## src/sv/mat_pkg.sv

```systemverilog
// Shared constants, register codes and types of the angle tracker.
package mat_pkg;

  localparam int ANGLE_BITS = 12;
  localparam int TURN_BITS  = 16;
  localparam int OFF_BITS   = ANGLE_BITS + 1;
  localparam int PP_BITS    = 6;
  localparam int WIDE_BITS  = 16;
  localparam int CFG_IDX_BITS = 1;

  localparam logic [CFG_IDX_BITS-1:0] CFG_ANGLE_OFFSET = 1'b0;
  localparam logic [CFG_IDX_BITS-1:0] CFG_POLE_PAIRS   = 1'b1;

  localparam logic [OFF_BITS-1:0] OFFSET_RESET = OFF_BITS'(-53);
  localparam logic [PP_BITS-1:0]  POLE_RESET   = PP_BITS'(21);

  typedef logic [ANGLE_BITS-1:0] angle_t;

  typedef struct packed {
    logic signed [ANGLE_BITS:0]  speed;
    logic                        reverse;
    logic signed [TURN_BITS-1:0] turns;
    logic [ANGLE_BITS:0]         reducer;
  } track_t;

endpackage

```

## src/sv/magnetic_encoder_angle_tracker.sv

```systemverilog
// Top level: config registers, input and result registers of the tracker.
// Path: an accepted request is held in the input register, then moves to the result register.
// Throughput: one request per cycle while results are taken; the result register and input register
// form a two-stage pipeline with backpressure.
// Reset: synchronous active-low; clears valids and tracking state, loads
// offset -53 and 21 pole pairs.
module magnetic_encoder_angle_tracker
  import mat_pkg::*;
(
  input  logic                         clk,
  input  logic                         rst_n,
  input  logic                         cfg_we,
  input  logic [CFG_IDX_BITS-1:0]      cfg_index,
  input  logic [OFF_BITS-1:0]          cfg_wdata,
  input  logic                         in_valid,
  output logic                         in_ready,
  input  logic [ANGLE_BITS-1:0]        in_raw_angle,
  output logic                         out_valid,
  input  logic                         out_ready,
  output logic [ANGLE_BITS-1:0]        out_calibrated_angle,
  output logic [ANGLE_BITS-1:0]        out_electrical_angle,
  output logic [WIDE_BITS-1:0]         out_electrical_angle_wide,
  output logic signed [ANGLE_BITS:0]   out_speed_counts,
  output logic                         out_reverse_dir,
  output logic signed [TURN_BITS-1:0]  out_turn_count,
  output logic [ANGLE_BITS:0]          out_reducer_position
);

  logic [OFF_BITS-1:0] offset_r;
  logic [PP_BITS-1:0]  pole_r;
  logic                in_vld_r;
  angle_t              raw_r;
  logic                out_vld_r;
  logic                advance;

  angle_t               cal, elec;
  logic [WIDE_BITS-1:0] wide;
  track_t               trk;

  assign advance   = in_vld_r && (!out_vld_r || out_ready);
  assign in_ready  = !in_vld_r || advance;
  assign out_valid = out_vld_r;

  always_ff @(posedge clk) begin
    if (!rst_n) begin
      offset_r <= OFFSET_RESET;
      pole_r   <= POLE_RESET;
    end else if (cfg_we) begin
      unique case (cfg_index)
        CFG_ANGLE_OFFSET: offset_r <= cfg_wdata;
        CFG_POLE_PAIRS:   pole_r   <= cfg_wdata[PP_BITS-1:0];
        default: ;
      endcase
    end
  end

  always_ff @(posedge clk) begin
    if (!rst_n) begin
      in_vld_r  <= 1'b0;
      out_vld_r <= 1'b0;
    end else begin
      if (in_ready) in_vld_r <= in_valid;
      if (advance) out_vld_r <= 1'b1;
      else if (out_ready) out_vld_r <= 1'b0;
    end
  end

  always_ff @(posedge clk) begin
    if (in_valid && in_ready) raw_r <= in_raw_angle;
  end

  mat_angle u_angle (
    .raw        (raw_r),
    .offset     (offset_r),
    .pole_pairs (pole_r),
    .cal        (cal),
    .elec       (elec),
    .wide       (wide)
  );

  mat_track u_track (
    .clk     (clk),
    .rst_n   (rst_n),
    .advance (advance),
    .cal     (cal),
    .trk     (trk)
  );

  always_ff @(posedge clk) begin
    if (advance) begin
      out_calibrated_angle      <= cal;
      out_electrical_angle      <= elec;
      out_electrical_angle_wide <= wide;
      out_speed_counts          <= trk.speed;
      out_reverse_dir           <= trk.reverse;
      out_turn_count            <= trk.turns;
      out_reducer_position      <= trk.reducer;
    end
  end

  a_ready_when_empty: assert property (@(posedge clk) disable iff (!rst_n)
    !out_vld_r |-> in_ready)
    else $error("input stalled with empty result register");

  a_speed_range: assert property (@(posedge clk) disable iff (!rst_n)
    out_vld_r |-> (out_speed_counts <= $signed({2'b01, {(ANGLE_BITS-1){1'b0}}})
                && out_speed_counts >= -$signed({2'b01, {(ANGLE_BITS-1){1'b0}}})))
    else $error("speed outside half a turn");

  a_dir_forward: assert property (@(posedge clk) disable iff (!rst_n)
    (out_vld_r && out_speed_counts > 0) |-> !out_reverse_dir)
    else $error("positive speed flagged reverse");

  a_rev_nonzero: assert property (@(posedge clk) disable iff (!rst_n)
    (out_vld_r && out_reverse_dir) |-> (out_reducer_position != '0))
    else $error("reverse reducer position zero");

endmodule

```

## src/sv/mat_angle.sv

```systemverilog
// Calibrated, electrical and wide electrical angle of one raw sample.
module mat_angle
  import mat_pkg::*;
(
  input  angle_t                raw,
  input  logic [OFF_BITS-1:0]   offset,
  input  logic [PP_BITS-1:0]    pole_pairs,
  output angle_t                cal,
  output angle_t                elec,
  output logic [WIDE_BITS-1:0]  wide
);

  logic [ANGLE_BITS+PP_BITS-1:0] prod;

  // only the low angle bits of the offset matter modulo one turn
  assign cal  = angle_t'(angle_t'(0) - raw - offset[ANGLE_BITS-1:0]);
  assign prod = {{PP_BITS{1'b0}}, cal} * {{ANGLE_BITS{1'b0}}, pole_pairs};
  assign elec = prod[ANGLE_BITS-1:0];
  assign wide = WIDE_BITS'(elec) << (WIDE_BITS - ANGLE_BITS);

endmodule

```

## src/sv/mat_track.sv

```systemverilog
// Turn counter, direction and speed state, and reducer position.
module mat_track
  import mat_pkg::*;
(
  input  logic   clk,
  input  logic   rst_n,
  input  logic   advance,
  input  angle_t cal,
  output track_t trk
);

  localparam logic [ANGLE_BITS:0] FULL_U = {1'b1, {ANGLE_BITS{1'b0}}};
  localparam logic signed [ANGLE_BITS:0] HALF_S = {2'b01, {(ANGLE_BITS-1){1'b0}}};
  localparam logic signed [TURN_BITS-1:0] TURN_MAX = {1'b0, {(TURN_BITS-1){1'b1}}};
  localparam logic signed [TURN_BITS-1:0] TURN_MIN = {1'b1, {(TURN_BITS-1){1'b0}}};

  angle_t                      prev_r;
  logic signed [TURN_BITS-1:0] turns_r, turns_nxt;
  logic                        dir_r, dir_nxt;

  logic signed [ANGLE_BITS:0]  diff, speed;
  logic [TURN_BITS-1:0]        mag;
  angle_t                      qterm, fwd, rsum;
  logic [ANGLE_BITS:0]         tmc;

  always_comb begin
    diff = $signed({1'b0, cal}) - $signed({1'b0, prev_r});
    // adding or subtracting one turn is the same modulo 2^(ANGLE_BITS+1)
    if (diff > HALF_S || diff < -HALF_S) begin
      speed = diff + $signed(FULL_U);
    end else begin
      speed = diff;
    end

    turns_nxt = turns_r;
    if (diff > HALF_S) begin
      if (turns_r != TURN_MIN) turns_nxt = turns_r - TURN_BITS'(1);
    end else if (diff < -HALF_S) begin
      if (turns_r != TURN_MAX) turns_nxt = turns_r + TURN_BITS'(1);
    end

    dir_nxt = dir_r;
    if (speed > 0) dir_nxt = 1'b0;
    else if (speed < 0) dir_nxt = 1'b1;

    mag   = turns_nxt[TURN_BITS-1] ? TURN_BITS'(-turns_nxt) : turns_nxt;
    qterm = {mag[1:0], {(ANGLE_BITS-2){1'b0}}};
    fwd   = angle_t'(qterm + (cal >> 2));
    tmc   = FULL_U - {1'b0, cal};
    rsum  = angle_t'(qterm + angle_t'(tmc >> 2));

    trk.speed   = speed;
    trk.reverse = dir_nxt;
    trk.turns   = turns_nxt;
    trk.reducer = dir_nxt ? (FULL_U - {1'b0, rsum}) : {1'b0, fwd};
  end

  always_ff @(posedge clk) begin
    if (!rst_n) begin
      prev_r  <= '0;
      turns_r <= '0;
      dir_r   <= 1'b0;
    end else if (advance) begin
      prev_r  <= cal;
      turns_r <= turns_nxt;
      dir_r   <= dir_nxt;
    end
  end

endmodule

```

## config.mk

```make
export PLATFORM = sky130hd
export DESIGN_NAME = magnetic_encoder_angle_tracker
export DESIGN_NICKNAME = d
export VERILOG_FILES = /design/src/sv/mat_pkg.sv /design/src/sv/magnetic_encoder_angle_tracker.sv /design/src/sv/mat_angle.sv /design/src/sv/mat_track.sv
export SDC_FILE = /design/constraint.sdc
export NUM_CORES = 1
export LEC_CHECK = 0
export BUFFER_PORTS_ARGS = -buffer_cell sky130_fd_sc_hd__buf_2
export CORE_ASPECT_RATIO = 0.5
export CORE_UTILIZATION = 35
export CTS_CLUSTER_DIAMETER = 150
export DETAILED_ROUTE_END_ITERATION = 8
export SLEW_MARGIN = 20
export SYNTH_ARGS = -nofsm -noshare
export SYNTH_HDL_FRONTEND = slang
export SYNTH_SLANG_ARGS = --single-unit
```

## constraint.sdc

```tcl
create_clock -name clk -period 5.9 [get_ports clk]
set_input_delay 1.18 -clock clk [delete_from_list [all_inputs] [get_ports clk]]
set_output_delay 1.18 -clock clk [all_outputs]
set_load 0.01 [all_outputs]
```

==> impl_metrics.tcl <==
set metrics [dict create \
    startpoint_type "flop" \
    drv_slew 0 \
    p_total_w 0.00462 \
    finalNonFillerCells 1297 \
    yosys.area.top_type "edfxtp_1" \
    grt_max_degree 92 \
    overflow 0 \
    wl_per_cell_um 14.6 \
    start_util 0.361 \
    drive_gt1_frac 0.218 \
    synthArstFlopShare 0 \
    synth_edf_count 79 \
    multi_input_area_sq_um 4510 \
    hp-class "reg -> reg" \
    yosys-top-cells-area "edfxtp_1 29%, dfxtp_1 12%, ha_1 7.7%" \
    viasPerCell 4.92 \
    worst-r2r-setup-slack_ns 0.29 \
    violations "design-rule violations" \
    fin_worst_skew_ns 0.00721 \
    p_leak_nw 4.20 \
    grt_pass1_vias 6350 \
    synth_seq_cells 128 \
    crit_type "reg -> reg" \
    finalCoreUtilization 0.433 \
    tightest_slew_ns 0.875 \
    clk_pin_slew_ns 0.06 \
    clockBufferDepth 2 \
    port_buffers 110 \
    h-tree-depth 4 \
    maxCapViolations 0 \
    drc 6 \
    r2r-end "out_electrical_angle[11]$_DFFE_PP_" \
    yosysMostFrequentCell "nand2_1" \
    synthDistinctLibCells 69 \
    status "finished with violations" \
    seq_area_frac_synth 0.404 \
    wirelength_mm 18.9 \
    vias 6384 \
    antenna_found_initial 0 \
    nFillCells 2233 \
    relSlewSlack 0.417 \
    drtAntennaViolNets 0 \
    grt_pass1_wl_mm 31.2 \
    antenna_cells 0 \
    cts_sinks 128 \
    synth_top_flop_cell "edfxtp_1" \
    synth_top_area_frac 0.286 \
    detail_route.first_pass.iterations 6 \
    syn_inst 862 \
    holdWs_ns 0.465 \
    crit_path_end_kind "flop" \
    fin_nets 1090 \
    clock_latency_ns 0.43 \
    powerDensity_nw_per_um2 463 \
    worstSetupEndpoint "out_electrical_angle[11]$_DFFE_PP_" \
    irDropWorstVdd_mv 0.188 \
    synthTopCellsByCount "136 x nand2_1, 79 x edfxtp_1, 78 x inv_1" \
    row_count 39 \
    dpl.cell_count 1258 \
    die-area_sq_um 24400 \
    grt.total_usage 0.162 \
    layout_min_cycle_time_ns 5.61 \
    gp_congestion 0.857 \
    cp.required_ns 6.08 \
    syn_area_per_cell_sq_um 9.63 \
    yosys_warnings 0 \
    cp.arrival_ns 5.79 \
    die_h_um 111 \
    syn_area_sq_um 8300 \
    core_area_sq_um 23000 \
    cts_tree "done" \
    cts_buffers 17 \
    dp_hpwl_mm 13.6 \
    cts_root_buffer "clkbuf_16" \
    clock.fmax_mhz 178 \
    ios 116 \
    first_iter_violations 313 \
    finalHoldViolations 0 \
    syn_to_final_growth_pct 20.1 \
    period_share 0.950 \
    reg2reg_from "raw_r[1]$_DFFE_PP_" \
    r2r_cells 25 \
    setup.worst_path.start "raw_r[1]$_DFFE_PP_" \
    regArea_sq_um 3350 \
    hold_buffers 0 \
    setup_viol_count_final 0 \
    die_x_um 220 \
    critPathMaxFanout 7 \
]
## worst min-delay path by stage
stage / cells past startpoint / from / endpoint / slack (ns)
3_3_place_gp: 2 / u_track.prev_r[9]$_SDFFE_PN0P_ / u_track.prev_r[9]$_SDFFE_PN0P_ / 0.45
6_report: 2 / u_track.prev_r[9]$_SDFFE_PN0P_ / u_track.prev_r[9]$_SDFFE_PN0P_ / 0.47
3_5_place_dp: 2 / u_track.prev_r[9]$_SDFFE_PN0P_ / u_track.prev_r[9]$_SDFFE_PN0P_ / 0.46
2_1_floorplan: 2 / u_track.prev_r[10]$_SDFFE_PN0P_ / u_track.prev_r[10]$_SDFFE_PN0P_ / 0.44
4_1_cts: 2 / u_track.prev_r[9]$_SDFFE_PN0P_ / u_track.prev_r[9]$_SDFFE_PN0P_ / 0.47
5_1_grt: 2 / u_track.prev_r[7]$_SDFFE_PN0P_ / u_track.prev_r[7]$_SDFFE_PN0P_ / 0.49
## routing by layer
metal  vias up  track usage  share of wire
met5         -            0              0
met4         0       0.0515          0.013
met3        16       0.0406          0.035
met2       119        0.266           0.48
met1      3080        0.210           0.47
li1       3169            -              -
## cells in the final DEF, fill, tap and decap left out, types with 5 or more instances in the layout
master     count
nor3_1        13
o21bai_1       6
o21ai_0       22
a21oi_2        7
nor4_1         8
clkbuf_16     17
fa_1          30
dfxtp_1       49
a21o_1         7
buf_4         33
inv_1         78
xor2_1        12
nand2b_1       7
a21boi_0      25
nand3_1       22
o211ai_1      12
buf_2        110
xnor2_1       42
edfxtp_1      79
or3_1         12
ha_1          49
and3_1        14
nor2_1        32
nand2_1      136
nor2b_1        5
a21oi_1       15
and2_1        29
o21a_1         8
## stage by stage
step           area [sq um]  worst slack (ns)  setup TNS, ns
6_report               9970             0.294              0
3_3_place_gp           9190             0.149              0
2_1_floorplan          8320             0.117              0
4_1_cts                9810            0.0496              0
3_5_place_dp           9190           -0.0713         -0.128
5_1_grt                9970           -0.0136        -0.0388
## state kept, by name, summed over array words and instances, names as in the netlist, 6 cells and up
name	cells
out_turn_count	16
u_track.turns_r	16
out_reducer_position	13
out_speed_counts	13
offset_r	12
out_calibrated_angle	12
out_electrical_angle	12
raw_r	12
u_track.prev_r	12
pole_r	6
## final cells by class
type,instances,share of cell area
Clock inverter,13,0.0163
Inverter,81,0.0309
Multi-Input combinational cell,605,0.453
Clock buffer,19,0.0444
Tap cell,307,0.0385
Timing Repair Buffer,144,0.0812
Sequential cell,128,0.336
## worst max-delay path, cell delays in order (launching register included)
cell	delay, ns
edfxtp_1	0.37
ha_1	0.27
inv_1	0.06
ha_1	0.16
inv_1	0.07
fa_2	0.40
nor2b_1	0.13
o21ai_1	0.10
a21boi_2	0.28
o31ai_4	0.11
a21oi_2	0.18
xor2_1	0.08
buf_4	0.17
and2_1	0.17
fa_1	0.50
inv_1	0.05
fa_1	0.48
inv_1	0.06
fa_1	0.48
ha_1	0.33
a21oi_1	0.19
o21ai_2	0.08
xnor2_1	0.20
xnor2_1	0.17
xnor2_1	0.16
xnor2_1	0.09
## kinds of logic (layout without fill, tap and decap cells)
logic type	count (synthesis)	count (layout)	share of synthesized area
compound gates	147	147	0.125
flops	128	128	0.404
simple gates	310	310	0.183
other cells	1	4	0.000452
mux	7	7	0.00904
fa+ha+maj	82	82	0.152
buf+inv	132	257	0.0686
xor+xnor	55	55	0.0580
## power by group
| group | switching, W | internal (W) | total (W) | leakage, nW |
|---|---|---|---|---|
| combinational | 0.00123 | 0.00101 | 0.00224 | 2.77 |
| clock | 0.000417 | 0.000675 | 0.00109 | 0.281 |
| sequential | 0.0000798 | 0.00121 | 0.00129 | 1.15 |
| total | 0.00172 | 0.00290 | 0.00462 | 4.20 |
## what timing repair did
item,4_1_cts,5_1_grt
setup buffers,0,7
resized for setup,3,24
setup endpoints to repair,4,11
pin swaps,1,11
gates cloned,0,0
Power figures use the tool's default switching activity.
